File: src/rtl/udiv_pkg.sv
`timescale 1ns / 1ps
// shared types and constants for the unsigned restoring divider
// no dependencies

package udiv_pkg;

    // default operand width
    localparam int DATA_WIDTH_DEF = 64;

    // control from the sequencer to the row of divider cells
    typedef struct packed {
        logic load;  // capture new operands, clear partial remainder
        logic step;  // perform one restoring shift-subtract step
    } t_chain_ctrl;

    // sequencer states, one-hot
    typedef enum logic [1:0] {
        S_IDLE = 2'b01,
        S_RUN  = 2'b10
    } t_state;

endpackage

File: src/rtl/udiv_cell.sv
`timescale 1ns / 1ps
// one bit slice of the restoring divider: remainder, quotient and divisor bit
// depends on udiv_pkg

module udiv_cell
    import udiv_pkg::*;
(
    input  logic        i_clk,
    input  t_chain_ctrl i_ctrl,
    input  logic        i_ld_quo,    // dividend bit at load
    input  logic        i_ld_dvs,    // divisor bit at load
    input  logic        i_t,         // shifted partial remainder bit from the lower neighbor
    input  logic        i_borrow,    // borrow from the lower neighbor
    input  logic        i_ge,        // subtraction succeeded across the whole row
    input  logic        i_q_in,      // quotient bit shifted in from the lower neighbor
    output logic        o_rem,
    output logic        o_quo,
    output logic        o_borrow,
    output logic        o_next_rem,
    output logic        o_next_quo
);

    logic r_rem;
    logic r_quo;
    logic r_dvs;
    logic n_diff;

    // one bit of the trial subtraction
    assign n_diff   = i_t ^ r_dvs ^ i_borrow;
    assign o_borrow = (~i_t & r_dvs) | (~(i_t ^ r_dvs) & i_borrow);

    // keep the difference or restore the shifted remainder
    assign o_next_rem = i_ge ? n_diff : i_t;
    assign o_next_quo = i_q_in;

    assign o_rem = r_rem;
    assign o_quo = r_quo;

    // slice state
    always_ff @(posedge i_clk) begin
        if (i_ctrl.load) begin
            r_rem <= 1'b0;
            r_quo <= i_ld_quo;
            r_dvs <= i_ld_dvs;
        end else if (i_ctrl.step) begin
            r_rem <= o_next_rem;
            r_quo <= o_next_quo;
        end
    end

endmodule

File: src/rtl/udiv_chain.sv
`timescale 1ns / 1ps
// row of divider cells with the borrow ripple and the restore decision
// depends on udiv_pkg and udiv_cell

module udiv_chain
    import udiv_pkg::*;
#(
    parameter int DATA_WIDTH = DATA_WIDTH_DEF
) (
    input  logic                  i_clk,
    input  t_chain_ctrl           i_ctrl,
    input  logic [DATA_WIDTH-1:0] i_dividend,
    input  logic [DATA_WIDTH-1:0] i_divisor,
    output logic [DATA_WIDTH-1:0] o_next_rem,
    output logic [DATA_WIDTH-1:0] o_next_quo
);

    logic [DATA_WIDTH-1:0] rem_bits;
    logic [DATA_WIDTH-1:0] quo_bits;
    logic [DATA_WIDTH-1:0] borrow_bits;
    logic [DATA_WIDTH-1:0] t_bits;
    logic [DATA_WIDTH-1:0] borrow_in;
    logic [DATA_WIDTH-1:0] q_in;
    logic                  ge;

    // shifted partial remainder: remainder up one, next dividend bit at the bottom
    assign t_bits    = {rem_bits[DATA_WIDTH-2:0], quo_bits[DATA_WIDTH-1]};
    assign borrow_in = {borrow_bits[DATA_WIDTH-2:0], 1'b0};
    assign q_in      = {quo_bits[DATA_WIDTH-2:0], ge};

    // trial value fits when the bit shifted out is set or no borrow leaves the row
    assign ge = rem_bits[DATA_WIDTH-1] | ~borrow_bits[DATA_WIDTH-1];

    // the cells
    for (genvar i = 0; i < DATA_WIDTH; i++) begin : g_cell
        udiv_cell u_cell (
            .i_clk      (i_clk),
            .i_ctrl     (i_ctrl),
            .i_ld_quo   (i_dividend[i]),
            .i_ld_dvs   (i_divisor[i]),
            .i_t        (t_bits[i]),
            .i_borrow   (borrow_in[i]),
            .i_ge       (ge),
            .i_q_in     (q_in[i]),
            .o_rem      (rem_bits[i]),
            .o_quo      (quo_bits[i]),
            .o_borrow   (borrow_bits[i]),
            .o_next_rem (o_next_rem[i]),
            .o_next_quo (o_next_quo[i])
        );
    end

endmodule

File: src/rtl/unsigned_divider_64.sv
`timescale 1ns / 1ps
// unsigned restoring divider top level: sequencer, result register, checks
// depends on udiv_pkg and udiv_chain

// A transaction is taken when start is high and busy is low. A nonzero divisor
// runs through a row of DATA_WIDTH bit cells that produce one quotient bit per
// clock, one restoring step per quotient bit, and the result then passes through
// the result register before the result strobe o_valid; busy is low again in
// the strobe cycle. A zero divisor gives its result (quotient 0, remainder equal
// to the dividend, o_divide_by_zero high) in the cycle after the transaction
// and leaves busy low. Results show for exactly one cycle and cannot be held
// off, so capture them on o_valid.

module unsigned_divider_64
    import udiv_pkg::*;
#(
    parameter int DATA_WIDTH = DATA_WIDTH_DEF
) (
    input  logic                  i_clk,
    input  logic                  i_rst_n,
    input  logic                  start,
    output logic                  busy,
    input  logic [DATA_WIDTH-1:0] i_dividend,
    input  logic [DATA_WIDTH-1:0] i_divisor,
    output logic                  o_valid,
    output logic [DATA_WIDTH-1:0] o_quotient,
    output logic [DATA_WIDTH-1:0] o_remainder,
    output logic                  o_divide_by_zero
);

    localparam int CNT_W = (DATA_WIDTH > 1) ? $clog2(DATA_WIDTH) : 1;

    t_state                r_state;
    t_state                n_state;
    logic [CNT_W-1:0]      r_count;
    logic                  r_valid;
    logic [DATA_WIDTH-1:0] r_quotient;
    logic [DATA_WIDTH-1:0] r_remainder;
    logic                  r_dbz;
    logic                  accept;
    logic                  dvs_zero;
    logic                  last_step;
    t_chain_ctrl           ctrl;
    logic [DATA_WIDTH-1:0] next_rem;
    logic [DATA_WIDTH-1:0] next_quo;

    assign busy     = (r_state == S_RUN);
    assign accept   = start && !busy;
    assign dvs_zero = (i_divisor == '0);
    assign last_step = busy && (r_count == '0);

    // cell row control
    assign ctrl.load = accept && !dvs_zero;
    assign ctrl.step = busy;

    udiv_chain #(
        .DATA_WIDTH (DATA_WIDTH)
    ) u_chain (
        .i_clk      (i_clk),
        .i_ctrl     (ctrl),
        .i_dividend (i_dividend),
        .i_divisor  (i_divisor),
        .o_next_rem (next_rem),
        .o_next_quo (next_quo)
    );

    // next state
    always_comb begin
        n_state = r_state;
        unique case (r_state)
            S_IDLE: begin
                if (accept && !dvs_zero) n_state = S_RUN;
            end
            S_RUN: begin
                if (last_step) n_state = S_IDLE;
            end
            default: n_state = S_IDLE;
        endcase
    end

    // control registers
    always_ff @(posedge i_clk) begin
        if (!i_rst_n) begin
            r_state <= S_IDLE;
            r_valid <= 1'b0;
            r_count <= '0;
        end else begin
            r_state <= n_state;
            r_valid <= (accept && dvs_zero) || last_step;
            if (ctrl.load) begin
                r_count <= CNT_W'(DATA_WIDTH - 1);
            end else if (busy) begin
                r_count <= r_count - 1'b1;
            end
        end
    end

    // result register
    always_ff @(posedge i_clk) begin
        if (accept && dvs_zero) begin
            r_quotient  <= '0;
            r_remainder <= i_dividend;
            r_dbz       <= 1'b1;
        end else if (last_step) begin
            r_quotient  <= next_quo;
            r_remainder <= next_rem;
            r_dbz       <= 1'b0;
        end
    end

    assign o_valid          = r_valid;
    assign o_quotient       = r_quotient;
    assign o_remainder      = r_remainder;
    assign o_divide_by_zero = r_dbz;

`ifndef SYNTHESIS
    // no result leaves while the cell row is still working
    assert property (@(posedge i_clk) disable iff (!i_rst_n) busy |-> !o_valid)
        else $error("result strobe while divider busy");

    // a nonzero divisor starts the cell row
    assert property (@(posedge i_clk) disable iff (!i_rst_n)
        (start && !busy && (i_divisor != '0)) |=> busy)
        else $error("division did not start");

    // divide by zero reports a zero quotient
    assert property (@(posedge i_clk) disable iff (!i_rst_n)
        (o_valid && o_divide_by_zero) |-> (o_quotient == '0))
        else $error("nonzero quotient on divide by zero");

    // the last step hands a result out on the next cycle
    assert property (@(posedge i_clk) disable iff (!i_rst_n)
        (busy && (r_count == '0)) |=> (o_valid && !o_divide_by_zero))
        else $error("missing result after last step");
`endif

endmodule
File: config.mk
export PLATFORM = sky130hd
export DESIGN_NAME = unsigned_divider_64
export DESIGN_NICKNAME = d
export VERILOG_FILES = /design/src/rtl/udiv_pkg.sv /design/src/rtl/udiv_cell.sv /design/src/rtl/udiv_chain.sv /design/src/rtl/unsigned_divider_64.sv
export SDC_FILE = /design/constraint.sdc
export NUM_CORES = 1
export LEC_CHECK = 0
export ABC_CLOCK_PERIOD_IN_PS = 70700
export BUFFER_PORTS_ARGS = -buffer_cell sky130_fd_sc_hd__buf_2
export CAP_MARGIN = 10
export CORE_MARGIN = 2
export CORE_UTILIZATION = 45
export DETAILED_ROUTE_END_ITERATION = 6
export PLACE_DENSITY = 0.73
export SYNTH_ARGS = -nofsm -noshare
export SYNTH_HDL_FRONTEND = slang
export SYNTH_HIERARCHICAL = 1
export SYNTH_SLANG_ARGS = --single-unit
File: constraint.sdc
create_clock -name i_clk -period 70.7 [get_ports i_clk]
set_input_delay 14.14 -clock i_clk [delete_from_list [all_inputs] [get_ports i_clk]]
set_output_delay 14.14 -clock i_clk [all_outputs]
set_load 0.02 [all_outputs]
==> run_results.csv, run 1 <==
group,metric,value,unit
global_route,grt_first_pass_wirelength,58180,µm
drt,postRouteAntennaNets,0,
worst_hold_path,holdPathEnd,"o_divide_by_zero",
drt,wl_per_cell,17.78,µm
final_layout,layout-drive-gt1-share,0.3309,
drt,wl,37050,µm
synth,post-synth-top-count-cell,"inv_1",
drt,first_pass_iters,5,
global_route,met3_usage,0.03731,
critical_path,crit_arrival,24.55,ns
synth,avgSynthCellArea,11.86,µm²
final_layout,areaGrowthSynthToFinish,16.28,%
floorplanning,rows,69,
critical_path,cp-start-kind,"flip-flop",
final_layout,num-fill-cells,3024,
synth,synth_top_area_frac,0.3528,
global_route,grtUsageTotal,0.1948,
critical_path,r2r_slack,46.42,ns
final_layout,fin_area,19000,µm²
critical_path,worst_r2r_path_depth,134,
global_route,grt_max_degree,188,
power,power_density,25.25,nW/µm²
synth,async_flop_share,0,
placement,hpwl,24710,µm
timing,tns,0,ns
placement,pre_cts_slack,46.31,ns
cts,cts.sinks,330,
global_route,top_usage_layer,"met2",
power,p_leak,7.897,nW
timing,hold_viol_final,0,
drt,drt_iter0_markers,498,
cts,cts_resized,0,
floorplanning,dieArea,37860,µm²
placement,io_buffers,261,
synth,synthesis.area,16340,µm²
timing,finClkSkew,0.01612,ns
critical_path,cpMostUsedCell,"inv_1",
synth,yosys-top-cells-area,"edfxtp_1, dfxtp_1, fa_1, mux2_4, mux2_2",
flow_run,drv_cap,0,
timing,setup_slack,46.42,ns
synth,synth_cell_types,41,
timing,rsz0062_at_grt,"no",
synth,syn_inst,1378,
critical_path,crit_slowest_cell,"buf_4",
worst_hold_path,holdCritPathClass,"reg2reg",
cts,cts.reportedPaths.clkPinSlew,0.06,ns
cts,insertion_delay,0.53,ns
timing,drv_slew,0,
floorplanning,die_h,194.6,µm
cts,hold_buffers,0,
timing,fin_crit,24.28,ns
timing,setup_viol,0,
synth,synthFlopType,"edfxtp_1",
synth,synth_largest_area_cell,"edfxtp_1",
global_route,grtUsageMet1,0.2614,
power,peakVddDrop,0.01393,mV
critical_path,crit_path_max_incr_delay,0.61,ns
critical_path,crit_type,"reg2reg",
cts,cts_tree,"yes",
synth,ys_ff_latch,330,
outcome,run_status,"finished, final reports clean",
global_route,antenna_found_initial,3,
synth,yosys-top-cells-count,"inv_1, edfxtp_1, dfxtp_1",
placement,placed_cell_area,17690,µm²
cts,root_buffer,"clkbuf_16",
global_route,grt_pass1_vias,10698,
drt,viasPerCell,5.033,
critical_path,reg2reg_to,"o_remainder[27]",
timing,fmax,0.04119,GHz
global_route,overflow,0,
synth,yosys_warnings,6,
timing,worstMarginPinSlew,1.217,ns
worst_hold_path,hp-start,"o_divide_by_zero",
floorplanning,ios,262,
timing,fin_crit_sh,0.3434,
drt,post-route-drc-count,0,
critical_path,path_max_fanout,58,
synth,syn_nets,1575,
floorplanning,core-area,35660,µm²
floorplanning,start_util,0.4584,
synth,ys_seq_area_frac,0.5218,
cts,htree_levels,2,
cts,cts_setup_buffers,0,
timing,relSlewSlack,0.1887,
drt,vias,10488,
cts,clock_path_buffers,3,
synth,synth-edff-count,192,
critical_path,worstReg2RegStart,"u_chain/g_cell[0].u_cell/r_dvs",
power,power,0.4799,mW
floorplanning,die_w,194.6,µm
critical_path,required,70.98,ns
final_layout,final_util,0.5330,
cts,numCtsBuffers,37,
placement,gp_congestion,0.7810,
critical_path,end_kind,"flip-flop",
worst_hold_path,holdPathStages,2,
final_layout,nNetsFinal,1788,
global_route,use_met2,0.3185,
-- critical path: cells and delay by family (launching register included) --
family / cells / cell delay (ns)
adder cells (fa/ha/maj): 64 / 18.54
buffers and inverters: 67 / 3.92
flip-flops: 1 / 0.35
multiplexers: 2 / 0.63
AND/OR/NAND/NOR: 1 / 0.49
-- power by group --
part / switching, mW / internal [mW]
combinational: 0.0281 / 0.0206
sequential: 0.00727 / 0.218
clock: 0.0793 / 0.126
-- cell usage in the layout (no fill, tap or decap), types with 3 or more instances in the layout --
| cell type | instances |
|---|---|
| buf_2 | 261 |
| clkbuf_1 | 6 |
| nand4_1 | 4 |
| or2_1 | 29 |
| xnor2_1 | 3 |
| o21a_1 | 34 |
| o41ai_1 | 29 |
| mux2_2 | 72 |
| o21ba_2 | 33 |
| a21boi_0 | 7 |
| or3b_1 | 29 |
| a21oi_1 | 65 |
| nor4_1 | 18 |
| clkinv_4 | 3 |
| or2_2 | 35 |
| dfxtp_1 | 138 |
| clkinv_2 | 7 |
| mux2_1 | 29 |
| nand2b_1 | 5 |
| fa_1 | 64 |
| bufinv_16 | 6 |
| nor2_1 | 60 |
| buf_4 | 5 |
| and2_1 | 29 |
| mux2_4 | 60 |
| edfxtp_1 | 192 |
| clkbuf_16 | 39 |
| inv_1 | 194 |
| diode_2 | 3 |
| nand2_1 | 135 |
| clkbuf_8 | 3 |
-- cells by family (layout without fill, tap and decap cells) --
family	after synthesis	count (layout)	synth area share
flip-flops	330	330	0.5218
AND/OR/NAND/NOR	355	355	0.1109
XOR/XNOR	5	5	0.002680
other	1	4	0.0002295
buffers and inverters	288	530	0.08352
adder cells (fa/ha/maj)	66	66	0.07993
multiplexers	161	161	0.1247
AO/OA/AOI/OAI	172	172	0.07617
-- how the worst max path moves through the flow --
| stage | startpoint | end | slack, ns | cells past startpoint |
|---|---|---|---|---|
| after floorplan | u_chain/g_cell[0].u_cell/r_dvs | o_remainder[44] | 46.77 | 134 |
| after global placement | u_chain/g_cell[0].u_cell/r_dvs | o_remainder[12] | 46.83 | 134 |
| after detailed placement | u_chain/g_cell[0].u_cell/r_dvs | o_remainder[3] | 46.31 | 134 |
| after CTS | u_chain/g_cell[0].u_cell/r_dvs | o_remainder[26] | 46.23 | 134 |
| after global routing | u_chain/g_cell[0].u_cell/r_dvs | o_remainder[26] | 44.68 | 134 |
| final | u_chain/g_cell[0].u_cell/r_dvs | o_remainder[27] | 46.42 | 134 |
-- cell type report --
class,count,area [µm²],share of cell area
sequential,330,8528,0.4487
multi-input combinational,760,6491,0.3416
timing repair buffer,266,1344,0.07071
clock buffer,48,1040,0.05471
inverter,196,748.2,0.03937
tap,461,576.8,0.03035
clock inverter,20,269.0,0.01415
antenna,3,7.507,0.0003950
-- per-layer routing --
metal / vias up / part of all wire
met1: 5098 / 0.44
met4: 0 / 0.028
met2: 289 / 0.47
li1: 5027 / -
met3: 74 / 0.060
met5: - / 0
-- metrics by stage --
stage	hold slack [ns]	instances
after floorplan	0.4892	1378
after detailed placement	0.4420	2013
after global placement	0.4258	2013
final	0.4492	2084
after global routing	0.4715	2083
after CTS	0.4524	2081
-- sequential cells by signal, indices dropped and copies added, names as in the netlist --
name	count
o_quotient	64
o_remainder	64
u_chain/g_cell.u_cell/o_quo	64
u_chain/g_cell.u_cell/o_rem	64
u_chain/g_cell.u_cell/r_dvs	64
r_count	6
r_state	2
o_divide_by_zero	1
o_valid	1
Note: power is estimated with default switching activity, not from simulation.
==> run 2, diff against run 1 <==
- ABC_CLOCK_PERIOD_IN_PS: 70700 -> 20000
- PLACE_DENSITY: 0.73 -> 0.75
- clock period: 70.7 -> 20 ns (I/O delays scaled with it)
==> run_results.csv, run 2 (synthesis gave the netlist of run 1 again) <==
group,metric,value,unit
floorplanning,die_h,194.6,µm
cts,hold_buffers,0,
placement,pre_cts_slack,-1.658,ns
critical_path,required,20.27,ns
final_layout,layout-drive-gt1-share,0.4520,
floorplanning,core-area,35660,µm²
floorplanning,start_util,0.4584,
timing,worstMarginPinSlew,1.222,ns
timing,fin_crit_sh,1.076,
placement,hpwl,24430,µm
cts,cts.sinks,330,
drt,drt_iter0_markers,548,
floorplanning,ios,262,
timing,drv_slew,0,
critical_path,crit_type,"reg2reg",
drt,viasPerCell,5.036,
placement,placed_cell_area,18140,µm²
cts,cts.reportedPaths.clkPinSlew,0.06,ns
cts,root_buffer,"clkbuf_16",
cts,htree_levels,2,
timing,hold_viol_final,0,
global_route,met3_usage,0.03418,
critical_path,crit_slowest_cell,"edfxtp_1",
timing,fmax,0.04646,GHz
outcome,violations,"setup timing",
critical_path,crit_family,"adder cells",
critical_path,worstReg2RegStart,"u_chain/g_cell[63].u_cell/o_quo",
global_route,grt_pass1_vias,10784,
worst_hold_path,hp-start,"o_divide_by_zero",
final_layout,areaGrowthSynthToFinish,21.99,%
drt,post-route-drc-count,0,
cts,clock_path_buffers,3,
timing,setup_viol,130,
placement,io_buffers,261,
global_route,overflow,0,
placement,gp_congestion,0.7725,
timing,finClkSkew,0.01929,ns
cts,cts_tree,"yes",
final_layout,nNetsFinal,1834,
global_route,grtUsageTotal,0.1942,
drt,first_pass_iters,5,
final_layout,fin_area,19940,µm²
power,power_density,85.93,nW/µm²
global_route,grt_max_degree,195,
critical_path,cpMostUsedCell,"inv_2",
drt,wl_per_cell,17.67,µm
drt,vias,10722,
timing,setup_slack,-1.526,ns
final_layout,final_common_cell,"buf_2",
floorplanning,dieArea,37860,µm²
global_route,grtUsageMet1,0.2600,
floorplanning,die_w,194.6,µm
global_route,use_met2,0.3279,
timing,relSlewSlack,0.1853,
outcome,run_status,"finished with violations",
critical_path,crit_path_start,"u_chain/g_cell[63].u_cell/o_quo",
critical_path,crit_path_max_incr_delay,0.40,ns
global_route,top_usage_layer,"met2",
worst_hold_path,holdCritPathClass,"reg2reg",
cts,insertion_delay,0.53,ns
power,peakVddDrop,0.05930,mV
global_route,antenna_found_initial,2,
cts,numCtsBuffers,38,
power,p_leak,8.257,nW
critical_path,end_kind,"flip-flop",
flow_run,drv_cap,0,
drt,postRouteAntennaNets,0,
floorplanning,rows,69,
critical_path,path_buf_inv,66,
timing,rsz0062_at_grt,"yes",
final_layout,layout_common_cells,"buf_2, edfxtp_1, dfxtp_1",
drt,wl,37610,µm
critical_path,cp-start-kind,"flip-flop",
critical_path,path_max_fanout,11,
timing,fin_crit,21.53,ns
global_route,grt_first_pass_wirelength,58060,µm
critical_path,crit_arrival,21.80,ns
-- run 2: final timing paths --
path / cells past startpoint / to / slack (ns)
max: 133 / o_remainder[31] / -1.53
min: 2 / o_divide_by_zero / 0.45
max reg2reg: 133 / o_remainder[31] / -1.53
min reg2reg: 2 / o_divide_by_zero / 0.45
-- run 2: metrics by stage --
step / setup TNS (ns) / total power, mW / hold slack [ns] / cells / util
after global placement: -143.75 / 0.9781 / 0.4272 / 2049 / 0.5088
after detailed placement: -190.04 / 0.9860 / 0.4394 / 2049 / 0.5088
after global routing: -273.43 / 1.780 / 0.4676 / 2128 / 0.5591
final: -169.58 / 1.713 / 0.4457 / 2129 / 0.5591
after CTS: -181.60 / 1.728 / 0.4492 / 2123 / 0.5534
after floorplan: -101.29 / 0.9379 / 0.4892 / 1378 / -
-- run 2: cell type report --
class,instances,area (µm²)
multi-input cells,760,6965
repair buffers,311,1788
well taps,461,576.8
clock buffers,45,1008
fillers,2923,15720
flip-flops and latches,330,8528
diodes,2,5.005
inverters,196,748.2
clock inverters,24,316.6
-- run 2: power breakdown --
part | internal [mW] | switching, mW
registers | 0.772 | 0.0259
logic | 0.0759 | 0.101
clock network | 0.454 | 0.284
-- run 2: timing repair --
action,4_1_cts,5_1_grt
setup endpoints to repair,130,130
gates resized for setup,72,52
gates cloned,3,0
setup buffers,3,6
pin swaps,1,3
-- run 2: per-layer routing --
| layer | wire length (µm) | vias up |
|---|---|---|
| met5 | 0 | - |
| li1 | - | 5130 |
| met4 | 676 | 0 |
| met1 | 16720 | 5305 |
| met2 | 18500 | 247 |
| met3 | 1722 | 40 |
-- run 2: worst reg2reg max path, delay by kind of cell, from the launching register on --
family | cells | cell delay (ns)
adders and majority gates | 64 | 16.87
and+or+nand+nor | 1 | 0.13
muxes | 2 | 0.57
DFF | 1 | 0.40
buffers and inverters | 66 | 3.32
